## src/rtl/iprrt_pkg.sv

```systemverilog
// Package for the I/O port range reservation table.
// Holds request/status types, the back-end state type and the front-to-back queue word; no dependencies.
package iprrt_pkg;

    typedef enum logic {
        ACT_RESERVE = 1'b0,
        ACT_RELEASE = 1'b1
    } t_action;

    typedef enum logic [1:0] {
        ST_OK        = 2'd0,
        ST_BUSY      = 2'd1,
        ST_FULL      = 2'd2,
        ST_NOT_FOUND = 2'd3
    } t_status;

    typedef enum logic [1:0] {
        BK_IDLE,
        BK_EVAL,
        BK_APPLY
    } t_bstate;

    // Classified request: end is base + count at 17 bits (no wrap).
    typedef struct packed {
        t_action     action;
        logic [15:0] base;
        logic [7:0]  count;
        logic [16:0] range_end;
    } t_req;

    typedef struct packed {
        logic valid;
        t_req req;
    } t_queue_out;

endpackage

```

## src/rtl/io_port_range_reservation_table.sv

```systemverilog
// I/O port range reservation table, top level: request queue front end
// plus table back end. Depends on iprrt_pkg, iprrt_front, iprrt_back.
// The table takes one request at a time through its evaluate and apply states;
// the front-end queue holds further requests meanwhile.
// Reset: synchronous, clears slot valid bits, used count, queue and result valid bit.
// Slot base/count storage is not cleared; it is only read behind a valid bit.
module io_port_range_reservation_table
    import iprrt_pkg::*;
#(
    parameter int MAX_ENTRIES = 16
) (
    input  logic        i_clk,
    input  logic        i_rst_n,
    // request channel
    input  logic        i_valid,
    output logic        o_stall,
    input  logic        i_action,
    input  logic [15:0] i_range_base,
    input  logic [7:0]  i_range_count,
    // result channel
    output logic        o_valid,
    input  logic        i_stall,
    output logic [1:0]  o_status,
    output logic [4:0]  o_entries_used
);

    t_queue_out q_word;
    logic       q_pop;

    // Front end: compute range end at 17 bits and buffer up to two requests;
    // the requester is held only while both queue words are in use.
    iprrt_front u_front (
        .i_clk         (i_clk),
        .i_rst_n       (i_rst_n),
        .i_valid       (i_valid),
        .o_stall       (o_stall),
        .i_action      (i_action),
        .i_range_base  (i_range_base),
        .i_range_count (i_range_count),
        .o_q           (q_word),
        .i_pop         (q_pop)
    );

    // Back end: the evaluate state compares the request against every slot and
    // registers free/busy/match vectors; the apply state, once the result register
    // is free, picks the lowest slot, updates the table and loads the result
    // register. The next request is pulled as the apply state completes, so it sees the updated table.
    iprrt_back #(
        .MAX_ENTRIES (MAX_ENTRIES)
    ) u_back (
        .i_clk          (i_clk),
        .i_rst_n        (i_rst_n),
        .i_q            (q_word),
        .o_pop          (q_pop),
        .o_valid        (o_valid),
        .i_stall        (i_stall),
        .o_status       (o_status),
        .o_entries_used (o_entries_used)
    );

endmodule

```

## src/rtl/iprrt_front.sv

```systemverilog
// Front end of the port range reservation table: accepts and classifies
// requests and holds them in a two-word queue. Depends on iprrt_pkg.
module iprrt_front
    import iprrt_pkg::*;
(
    input  logic        i_clk,
    input  logic        i_rst_n,
    input  logic        i_valid,
    output logic        o_stall,
    input  logic        i_action,
    input  logic [15:0] i_range_base,
    input  logic [7:0]  i_range_count,
    output t_queue_out  o_q,
    input  logic        i_pop
);

    t_req       r_q [2];
    logic       r_wr_ptr;
    logic       r_rd_ptr;
    logic [1:0] r_cnt;
    logic       push;
    logic       pop;
    t_req       cls;

    assign o_stall = (r_cnt == 2'd2);
    assign push    = i_valid && !o_stall;
    assign pop     = i_pop && (r_cnt != 2'd0);

    always_comb begin
        cls.action    = t_action'(i_action);
        cls.base      = i_range_base;
        cls.count     = i_range_count;
        cls.range_end = {1'b0, i_range_base} + {9'd0, i_range_count};
    end

    assign o_q.valid = (r_cnt != 2'd0);
    assign o_q.req   = r_q[r_rd_ptr];

    always_ff @(posedge i_clk) begin
        if (push) begin
            r_q[r_wr_ptr] <= cls;
        end
    end

    always_ff @(posedge i_clk) begin
        if (!i_rst_n) begin
            r_wr_ptr <= 1'b0;
            r_rd_ptr <= 1'b0;
            r_cnt    <= 2'd0;
        end else begin
            if (push) r_wr_ptr <= ~r_wr_ptr;
            if (pop)  r_rd_ptr <= ~r_rd_ptr;
            case ({push, pop})
                2'b10:   r_cnt <= r_cnt + 2'd1;
                2'b01:   r_cnt <= r_cnt - 2'd1;
                default: r_cnt <= r_cnt;
            endcase
        end
    end

    a_cnt_bound: assert property (@(posedge i_clk) disable iff (!i_rst_n)
        r_cnt <= 2'd2)
        else $error("queue count out of range");

    a_push_grows: assert property (@(posedge i_clk) disable iff (!i_rst_n)
        (push && !pop) |=> r_cnt == $past(r_cnt) + 2'd1)
        else $error("push did not grow queue");

    a_pop_shrinks: assert property (@(posedge i_clk) disable iff (!i_rst_n)
        (pop && !push) |=> r_cnt == $past(r_cnt) - 2'd1)
        else $error("pop did not shrink queue");

endmodule

```

## src/rtl/iprrt_back.sv

```systemverilog
// Back end of the port range reservation table: slot cells, overlap and
// match compares, slot update and the result register. Depends on iprrt_pkg.
module iprrt_back
    import iprrt_pkg::*;
#(
    parameter int MAX_ENTRIES = 16
) (
    input  logic       i_clk,
    input  logic       i_rst_n,
    input  t_queue_out i_q,
    output logic       o_pop,
    output logic       o_valid,
    input  logic       i_stall,
    output logic [1:0] o_status,
    output logic [4:0] o_entries_used
);

    localparam int UW = $clog2(MAX_ENTRIES + 1);
    localparam int CW = (UW > 5) ? UW : 5;

    t_bstate r_state, n_state;
    t_req    r_req;

    logic [MAX_ENTRIES-1:0] r_slot_valid;
    logic [15:0]            r_slot_base  [MAX_ENTRIES];
    logic [7:0]             r_slot_count [MAX_ENTRIES];
    logic [16:0]            r_slot_end   [MAX_ENTRIES];

    logic [MAX_ENTRIES-1:0] busy_vec, match_vec;
    logic [MAX_ENTRIES-1:0] r_free, r_busy, r_match;
    logic [MAX_ENTRIES-1:0] free_oh, match_oh;
    logic [UW-1:0]          r_used, n_used;
    logic [CW-1:0]          used_w;

    logic    r_out_valid;
    t_status r_status;
    logic [4:0] r_used_out;

    logic    apply_go;
    t_status res_status;
    logic    do_reserve, do_release;

    // Per-slot compares, one cell each.
    always_comb begin
        for (int i = 0; i < MAX_ENTRIES; i++) begin
            busy_vec[i]  = r_slot_valid[i] && (r_req.count != 8'd0)
                        && (r_slot_count[i] != 8'd0)
                        && ({1'b0, r_req.base} < r_slot_end[i])
                        && ({1'b0, r_slot_base[i]} < r_req.range_end);
            match_vec[i] = r_slot_valid[i] && (r_slot_base[i] == r_req.base)
                        && (r_slot_count[i] == r_req.count);
        end
    end

    // Lowest set bit isolation.
    assign free_oh  = r_free & (~r_free + 1'b1);
    assign match_oh = r_match & (~r_match + 1'b1);

    always_comb begin
        res_status = ST_OK;
        do_reserve = 1'b0;
        do_release = 1'b0;
        if (r_req.action == ACT_RESERVE) begin
            if (r_free == '0) begin
                res_status = ST_FULL;
            end else if (r_busy != '0) begin
                res_status = ST_BUSY;
            end else begin
                do_reserve = 1'b1;
            end
        end else begin
            if (r_match == '0) begin
                res_status = ST_NOT_FOUND;
            end else begin
                do_release = 1'b1;
            end
        end
    end

    assign apply_go = (r_state == BK_APPLY) && (!r_out_valid || !i_stall);
    assign o_pop    = i_q.valid && ((r_state == BK_IDLE) || apply_go);

    always_comb begin
        n_used = r_used;
        if (do_reserve)      n_used = r_used + 1'b1;
        else if (do_release) n_used = r_used - 1'b1;
    end

    assign used_w = CW'(n_used);

    always_comb begin
        n_state = r_state;
        unique case (r_state)
            BK_IDLE:  if (o_pop) n_state = BK_EVAL;
            BK_EVAL:  n_state = BK_APPLY;
            BK_APPLY: begin
                if (apply_go) n_state = o_pop ? BK_EVAL : BK_IDLE;
            end
            default:  n_state = BK_IDLE;
        endcase
    end

    always_ff @(posedge i_clk) begin
        if (!i_rst_n) begin
            r_state      <= BK_IDLE;
            r_slot_valid <= '0;
            r_used       <= '0;
            r_out_valid  <= 1'b0;
        end else begin
            r_state <= n_state;
            if (apply_go) begin
                r_out_valid <= 1'b1;
                r_used      <= n_used;
                if (do_reserve) r_slot_valid <= r_slot_valid | free_oh;
                if (do_release) r_slot_valid <= r_slot_valid & ~match_oh;
            end else if (!i_stall) begin
                r_out_valid <= 1'b0;
            end
        end
    end

    always_ff @(posedge i_clk) begin
        if (o_pop) r_req <= i_q.req;
        if (r_state == BK_EVAL) begin
            r_free  <= ~r_slot_valid;
            r_busy  <= busy_vec;
            r_match <= match_vec;
        end
        if (apply_go) begin
            r_status   <= res_status;
            r_used_out <= (used_w > CW'(31)) ? 5'd31 : used_w[4:0];
        end
        for (int i = 0; i < MAX_ENTRIES; i++) begin
            if (apply_go && do_reserve && free_oh[i]) begin
                r_slot_base[i]  <= r_req.base;
                r_slot_count[i] <= r_req.count;
                r_slot_end[i]   <= r_req.range_end;
            end
        end
    end

    assign o_valid        = r_out_valid;
    assign o_status       = r_status;
    assign o_entries_used = r_used_out;

    a_used_matches: assert property (@(posedge i_clk) disable iff (!i_rst_n)
        r_used == UW'($countones(r_slot_valid)))
        else $error("used count out of step with valid bits");

    a_full_all_valid: assert property (@(posedge i_clk) disable iff (!i_rst_n)
        (apply_go && res_status == ST_FULL) |-> (&r_slot_valid))
        else $error("full reported with a free slot");

    a_reserve_grows: assert property (@(posedge i_clk) disable iff (!i_rst_n)
        (apply_go && do_reserve) |=> r_used == $past(r_used) + 1'b1)
        else $error("reserve did not take a slot");

    a_eval_after_pop: assert property (@(posedge i_clk) disable iff (!i_rst_n)
        o_pop |=> r_state == BK_EVAL)
        else $error("popped request not evaluated");

endmodule

```

## config.mk

```make
export PLATFORM = sky130hd
export DESIGN_NAME = io_port_range_reservation_table
export DESIGN_NICKNAME = d
export VERILOG_FILES = /design/src/rtl/iprrt_pkg.sv /design/src/rtl/io_port_range_reservation_table.sv /design/src/rtl/iprrt_front.sv /design/src/rtl/iprrt_back.sv
export SDC_FILE = /design/constraint.sdc
export NUM_CORES = 1
export LEC_CHECK = 0
export ABC_AREA = 1
export BUFFER_PORTS_ARGS = -buffer_cell sky130_fd_sc_hd__buf_4
export CORE_UTILIZATION = 30
export CTS_BUF_LIST = sky130_fd_sc_hd__clkbuf_8
export DETAILED_ROUTE_END_ITERATION = 7
export GPL_ROUTABILITY_DRIVEN = 0
export PLACE_DENSITY = 0.47
export SKIP_CTS_REPAIR_TIMING = 1
export SYNTH_ARGS = -nofsm -noshare
export SYNTH_HDL_FRONTEND = slang
export SYNTH_SLANG_ARGS = --single-unit
```

## constraint.sdc

```tcl
create_clock -name i_clk -period 8.8 [get_ports i_clk]
set_input_delay 1.76 -clock i_clk [delete_from_list [all_inputs] [get_ports i_clk]]
set_output_delay 1.76 -clock i_clk [all_outputs]
set_load 0.02 [all_outputs]
```

* Yosys cells after proc, flatten, opt, wreduce, memory -nomap -nowiden
Memories as Yosys holds them, arrays and structs flattened. A register that Yosys moved wholly into a read port is not among the register bits.
Index checks and enable logic that the tools add are counted.
** Word-level totals
- Input port bits :: 29
- Memories kept :: 4
- Logic and storage cells :: 488
- Bits in writable memories :: 740
- Output and inout bits :: 9
- Register bits :: 83
** Cells by class
- Multiplexer cells :: 189
- Add/sub/neg operators :: 7
- Equal/unequal tests :: 40
- Order comparisons :: 33
- Reduce and logical (&&, ||, !) cells :: 193
- Bitwise operators :: 10
** Memory list
- u_back.r_slot_end :: words 16, width 17, rd ports 16, clocked after memory_dff 0, write ports 1, RTL line iprrt_back.sv:27 : logic [16:0] r_slot_end [MAX_ENTRIES];
- u_back.r_slot_base :: words 16, width 16, rd ports 16, clocked after memory_dff 0, write ports 1, RTL line iprrt_back.sv:25 : logic [15:0] r_slot_base [MAX_ENTRIES];
- u_back.r_slot_count :: words 16, width 8, rd ports 16, clocked after memory_dff 0, write ports 1, RTL line iprrt_back.sv:26 : logic [7:0] r_slot_count [MAX_ENTRIES];
- u_front.r_q :: words 2, width 42, rd ports 1, clocked after memory_dff 1, write ports 1, RTL line iprrt_front.sv:17 : t_req r_q [2];
** Operators by type and width (number)
- $lt A16 B17 Y1 :: 32
- $mux W16 :: 17
- $eq A16 B16 Y1 :: 16
- $mux W17 :: 15
- $reduce_or A17 Y1 :: 15
- $reduce_or A16 Y1 :: 15
- $mux W4 :: 45
- $reduce_bool A8 Y1 :: 17
- $eq A8 B8 Y1 :: 16
- $mux W8 :: 15
- $reduce_or A8 Y1 :: 15
- $logic_and A1 B1 Y1 :: 117
- $mux W1 :: 88
- $not A16 Y16 :: 4
- $and A16 B16 Y16 :: 3
- $add A16 B1 Y16 const B :: 2
- $logic_not A16 Y1 :: 2
- $add A16 B8 Y17 :: 1
- $or A16 B16 Y16 :: 1
- $reduce_bool A16 Y1 :: 1
- $mux W2 :: 5
- $mux W5 :: 2
- $eq A2 B2 Y1 const B :: 3
- $ne A2 B1 Y1 const B :: 3
- other kinds (14) :: 22

* Longest topological paths before layout
- Depth in word-level cells :: 24
- Depth in mapped cells :: 11
- Mapped depth without buffers :: 11

* By module
From an unflattened synthesis, not the netlist that was laid out.
** Second synthesis, totals
- Cells, all modules :: 4291
- Area, all modules :: 46070.4 µm²
** By module, submodules not included
- iprrt_back :: instances 1, cells an instance 4007, seq. area each 23092.1 µm², area each 42159.2 µm²
- iprrt_front :: instances 1, cells an instance 284, seq. area each 2622.5 µm², area each 3911.3 µm²

* Worst setup path before layout
No wires, ideal clock.
- Kind :: input-to-reg
- Start point :: in i_stall
- End point :: mem u_back.r_slot_base[5][0] (netlist: u_back.r_slot_base[1][16]) (enable)
- Data arrival time :: 6.253 ns
- Stages on the path :: 4
- Path buffers :: 1
- Required time :: 8.259 ns
- Slack :: 2.005 ns
- Setup time :: 0.541 ns
- Cells stage by stage :: a21oi_4 -> nand3_4 -> buf_8 -> nor4_1
** Between the ends
- Word-level cells in the longest chain between the ends :: 23
- Elaborated cells on any way between the ends :: 97
- Classes of those cells :: mux (62); reduce/logical (35)
** Ends and longest elaborated chain
- start, declared :: RTL line io_port_range_reservation_table.sv:22 : input logic i_stall,
- $logic_not A1 Y1 * :: RTL line iprrt_back.sv:80 : assign apply_go = (r_state == BK_APPLY) && (!r_out_valid || !i_stall);
- $logic_or A1 B1 Y1 * :: RTL line iprrt_back.sv:80
- $logic_and A1 B1 Y1 * :: RTL line iprrt_back.sv:80
- $logic_and A1 B1 Y1 * :: RTL line iprrt_back.sv:134 : if (apply_go && do_reserve && free_oh[i]) begin
- $logic_and A1 B1 Y1 :: RTL line iprrt_back.sv:134
- $mux W1 :: RTL line iprrt_back.sv:134
- $mux W1 (implied by the code) :: RTL line iprrt_back.sv:135 : r_slot_base[i] <= r_req.base;
- $reduce_or A16 Y1 (no source line)
- $mux W4 (no source line) / $mux W1 (equally long branches) (15 in a row)
- end, declared :: RTL line iprrt_back.sv:25
Mark *: on every way between the ends. The rest lies on a longest branch, timed or not.

* Final worst setup path
- Start point :: reg, netlist name u_back.r_req[23]
- End point :: reg u_back.r_busy[0], data pin
** Between the ends
- Word-level cells in the longest chain between the ends :: 5
** Ends and longest elaborated chain
- $reduce_bool A8 Y1 :: RTL line iprrt_back.sv:46 : busy_vec[i] = r_slot_valid[i] && (r_req.count != 8'd0)
- $logic_and A1 B1 Y1 :: RTL line iprrt_back.sv:46
- $logic_and A1 B1 Y1 :: RTL line iprrt_back.sv:47 : && (r_slot_count[i] != 8'd0)
- $logic_and A1 B1 Y1 :: RTL line iprrt_back.sv:48 : && ({1'b0, r_req.base} < r_slot_end[i])
- $logic_and A1 B1 Y1 :: RTL line iprrt_back.sv:49 : && ({1'b0, r_slot_base[i]} < r_req.range_end);
- net u_back.busy_vec[0] :: RTL line iprrt_back.sv:29 : logic [MAX_ENTRIES-1:0] busy_vec, match_vec;
- end signal, assigned :: RTL line iprrt_back.sv:126 : r_busy <= busy_vec;
- end, declared :: RTL line iprrt_back.sv:30 : logic [MAX_ENTRIES-1:0] r_free, r_busy, r_match;
The timed path passes the listed nets, and every way through them passes these cells.
A chain may end at the register's enable or synchronous reset.

==> flow_metrics.env <==
export IMPL_cap_violations=0
export IMPL_start_util=0.3025
export IMPL_stdcell_area_um2=52340
export IMPL_syn_nets=4805
export IMPL_drt_first_pass_iters=7
export IMPL_hp_class="flip-flop to flip-flop"
export IMPL_netlist_area_um2=46060
export IMPL_drc=0
export IMPL_fmax_ghz=0.2761
export IMPL_final_period_utilization=0.4116
export IMPL_crit_start="u_back.r_req[23]$_DFFE_PN_"
export IMPL_required_ns=9.45
export IMPL_slew_violations=0
export IMPL_clockBufferDepth=3
export IMPL_use_met3=0.03228
export IMPL_overflow=0
export IMPL_grt_pass1_vias=31832
export IMPL_vias_per_cell=5.037
export IMPL_finClkSkew_ns=0.06132
export IMPL_area_delta_synth_final_pct=13.62
export IMPL_num_rows=143
export IMPL_tightest_slew_ns=1.243
export IMPL_crit_path_end_kind="flip-flop"
export IMPL_status="completed"
export IMPL_vias=33585
export IMPL_placed_area_um2=49450
export IMPL_avgRoutedWirePerCell_um=24.70
export IMPL_slew_headroom=0.1695
export IMPL_clock_sinks=865
export IMPL_totalWireLength_um=164700
export IMPL_synth_area_leaders="edfxtp_1 (55%), ha_1 (13%), nand2_1 (5.7%), inv_1 (4.4%), nor2_1 (3.5%)"
export IMPL_cts_tree="built"
export IMPL_path_class="flip-flop to flip-flop"
export IMPL_hold_slack_ns=0.5036
export IMPL_grt_max_degree=49
export IMPL_async_flop_share=0
export IMPL_p_leak_nw=21.12
export IMPL_setup_viol=0
export IMPL_regToRegStartpoint="u_back.r_req[23]$_DFFE_PN_"
export IMPL_use_met2=0.3339
export IMPL_grt_pass1_wl_um=230800
export IMPL_synthFlopType="edfxtp_1"
export IMPL_die_area_um2=155100
export IMPL_yosysTopAreaCell="edfxtp_1"
export IMPL_path_clk_slew_ns=0.06
export IMPL_synth_top_area_share=0.5456
export IMPL_regArea_um2=25700
export IMPL_worstSkewPairLatency_ns=0.92
export IMPL_yosysSeqAreaShare=0.5578
export IMPL_fin_crit_ns=3.622
export IMPL_setup_tns_ns=0
export IMPL_mostFrequentLayoutCells="edfxtp_1 (837), nand2_1 (696), inv_1 (567)"
export IMPL_antenna_found_initial=15
export IMPL_rsz0062_at_grt="no"
export IMPL_pin_count=38
export IMPL_synth_edf_count=837
export IMPL_multiInputGateArea_um2=18030
export IMPL_drive_above_1_share=0.1062
export IMPL_nFillCells=15161
export IMPL_core_area_um2=152300
export IMPL_hold_viol=0
export IMPL_synth_distinct_cells=50
export IMPL_grt_util_met1=0.2874
export IMPL_synth_avg_cell_area_um2=10.75
export IMPL_power_density_nw_per_um2=293.8
export IMPL_root_buffer="clkbuf_8"
export IMPL_die_x_um=393.9
export IMPL_stdcell_count=6668
export IMPL_cts_htree_levels=4
export IMPL_cp_arrival_ns=4.28
export IMPL_drtIter0Drc=3648
export IMPL_final_common_cell="edfxtp_1"
export IMPL_postSynthCellCount=4284
export IMPL_min_from="u_back.r_slot_valid[2]$_SDFFE_PN0P_"
export IMPL_cp_start_kind="flip-flop"
export IMPL_cts_inserted_buffers=158
export IMPL_grtUsageTotal=0.2089
export IMPL_path_max_fanout=16
export IMPL_top_usage_layer="met2"
export IMPL_yosysWarnings=0
export IMPL_ant_nets=0
export IMPL_io_buffers=37
export IMPL_vdd_drop_max_mv=0.1527
export IMPL_nets=5035
export IMPL_dp_cells=6384
export IMPL_hpwl_um=102600
export IMPL_chipHeight_um=393.9
export IMPL_synth_seq_cells=865
report_power, final:
part           internal [mW]  switching (mW)  leakage (nW)
clock                   1.81            1.83          1.63
combinational           1.60            4.75          11.7
sequential              5.23           0.164          7.77
total                   8.64            6.74          21.1
worst max-delay path, cell delays in order, from the launching register on:
cell and delay (ns):
edfxtp_1 0.36, buf_4 0.23, inv_1 0.88, nand4_1 0.36
nor2_1 0.83, buf_4 0.37, nor3_1 0.11, nand4_1 0.15
nor2_1 0.07
through the flow:
step                      power [mW]  utilization  worst slack (ns)
after floorplan                8.653            -             2.005
after global placement         11.71       0.3248             4.512
after detailed placement       11.77       0.3248             4.503
after CTS                      15.44       0.3437             5.344
after global routing           16.10       0.3437             5.216
final                          15.38       0.3437             5.178
cell type report:
type                       instances  area share
antenna                            5   0.0002391
clock buffer                     159     0.04181
clock inverter                   120     0.01308
inverter                         550     0.03945
multi-input combinational       2789      0.3444
sequential                       865      0.4910
tap                             2030     0.04853
timing repair buffer             150     0.02152
final timing paths:
kind / to / cells after the start / slack [ns]
worst max-delay path: u_back.r_busy[0]$_DFFE_PN_ / 8 / 5.18
worst min-delay path: u_back.r_slot_valid[2]$_SDFFE_PN0P_ / 2 / 0.50
worst max register to register: u_back.r_busy[0]$_DFFE_PN_ / 8 / 5.18
worst min register to register: u_back.r_slot_valid[2]$_SDFFE_PN0P_ / 2 / 0.50
cell families (layout without fill, tap and decap cells):
group | Yosys count | in the layout | share of synthesized area
other cells | 0 | 5 | 0
buf+inv | 630 | 979 | 0.05392
flops | 865 | 865 | 0.5578
mux | 42 | 42 | 0.01027
simple gates | 1508 | 1508 | 0.1415
compound gates | 609 | 609 | 0.07643
fa+ha+maj | 492 | 492 | 0.1338
xor+xnor | 138 | 138 | 0.02624
layer usage:
layer | share of wire | vias up
met1 | 0.45 | 16388
met5 | 0.00012 | -
met3 | 0.069 | 297
met2 | 0.45 | 1367
li1 | - | 15531
met4 | 0.031 | 2
Yosys cell counts, drive strengths merged (45+ instances only):
| cell type | number |
|---|---|
| nor3 | 45 |
| xor2 | 97 |
| o21ai | 217 |
| ha | 491 |
| nand2 | 704 |
| o22ai | 74 |
| nor2 | 440 |
| inv | 548 |
| edfxtp | 837 |
| buf | 58 |
| a21oi | 215 |
| nand4 | 80 |
| nand3 | 174 |
registers in the layout, indices dropped and copies added (netlist names):
name / flops
u_back.o_entries_used: 5
u_back.o_status: 2
u_back.o_valid: 1
u_back.r_busy: 16
u_back.r_free: 16
u_back.r_match: 16
u_back.r_req: 42
u_back.r_slot_base: 256
u_back.r_slot_count: 128
u_back.r_slot_end: 272
u_back.r_slot_valid: 16
u_back.r_state: 2
u_back.r_used: 5
u_front.r_cnt: 2
u_front.r_q: 84
u_front.r_rd_ptr: 1
u_front.r_wr_ptr: 1
Power figures use the tool's default switching activity.
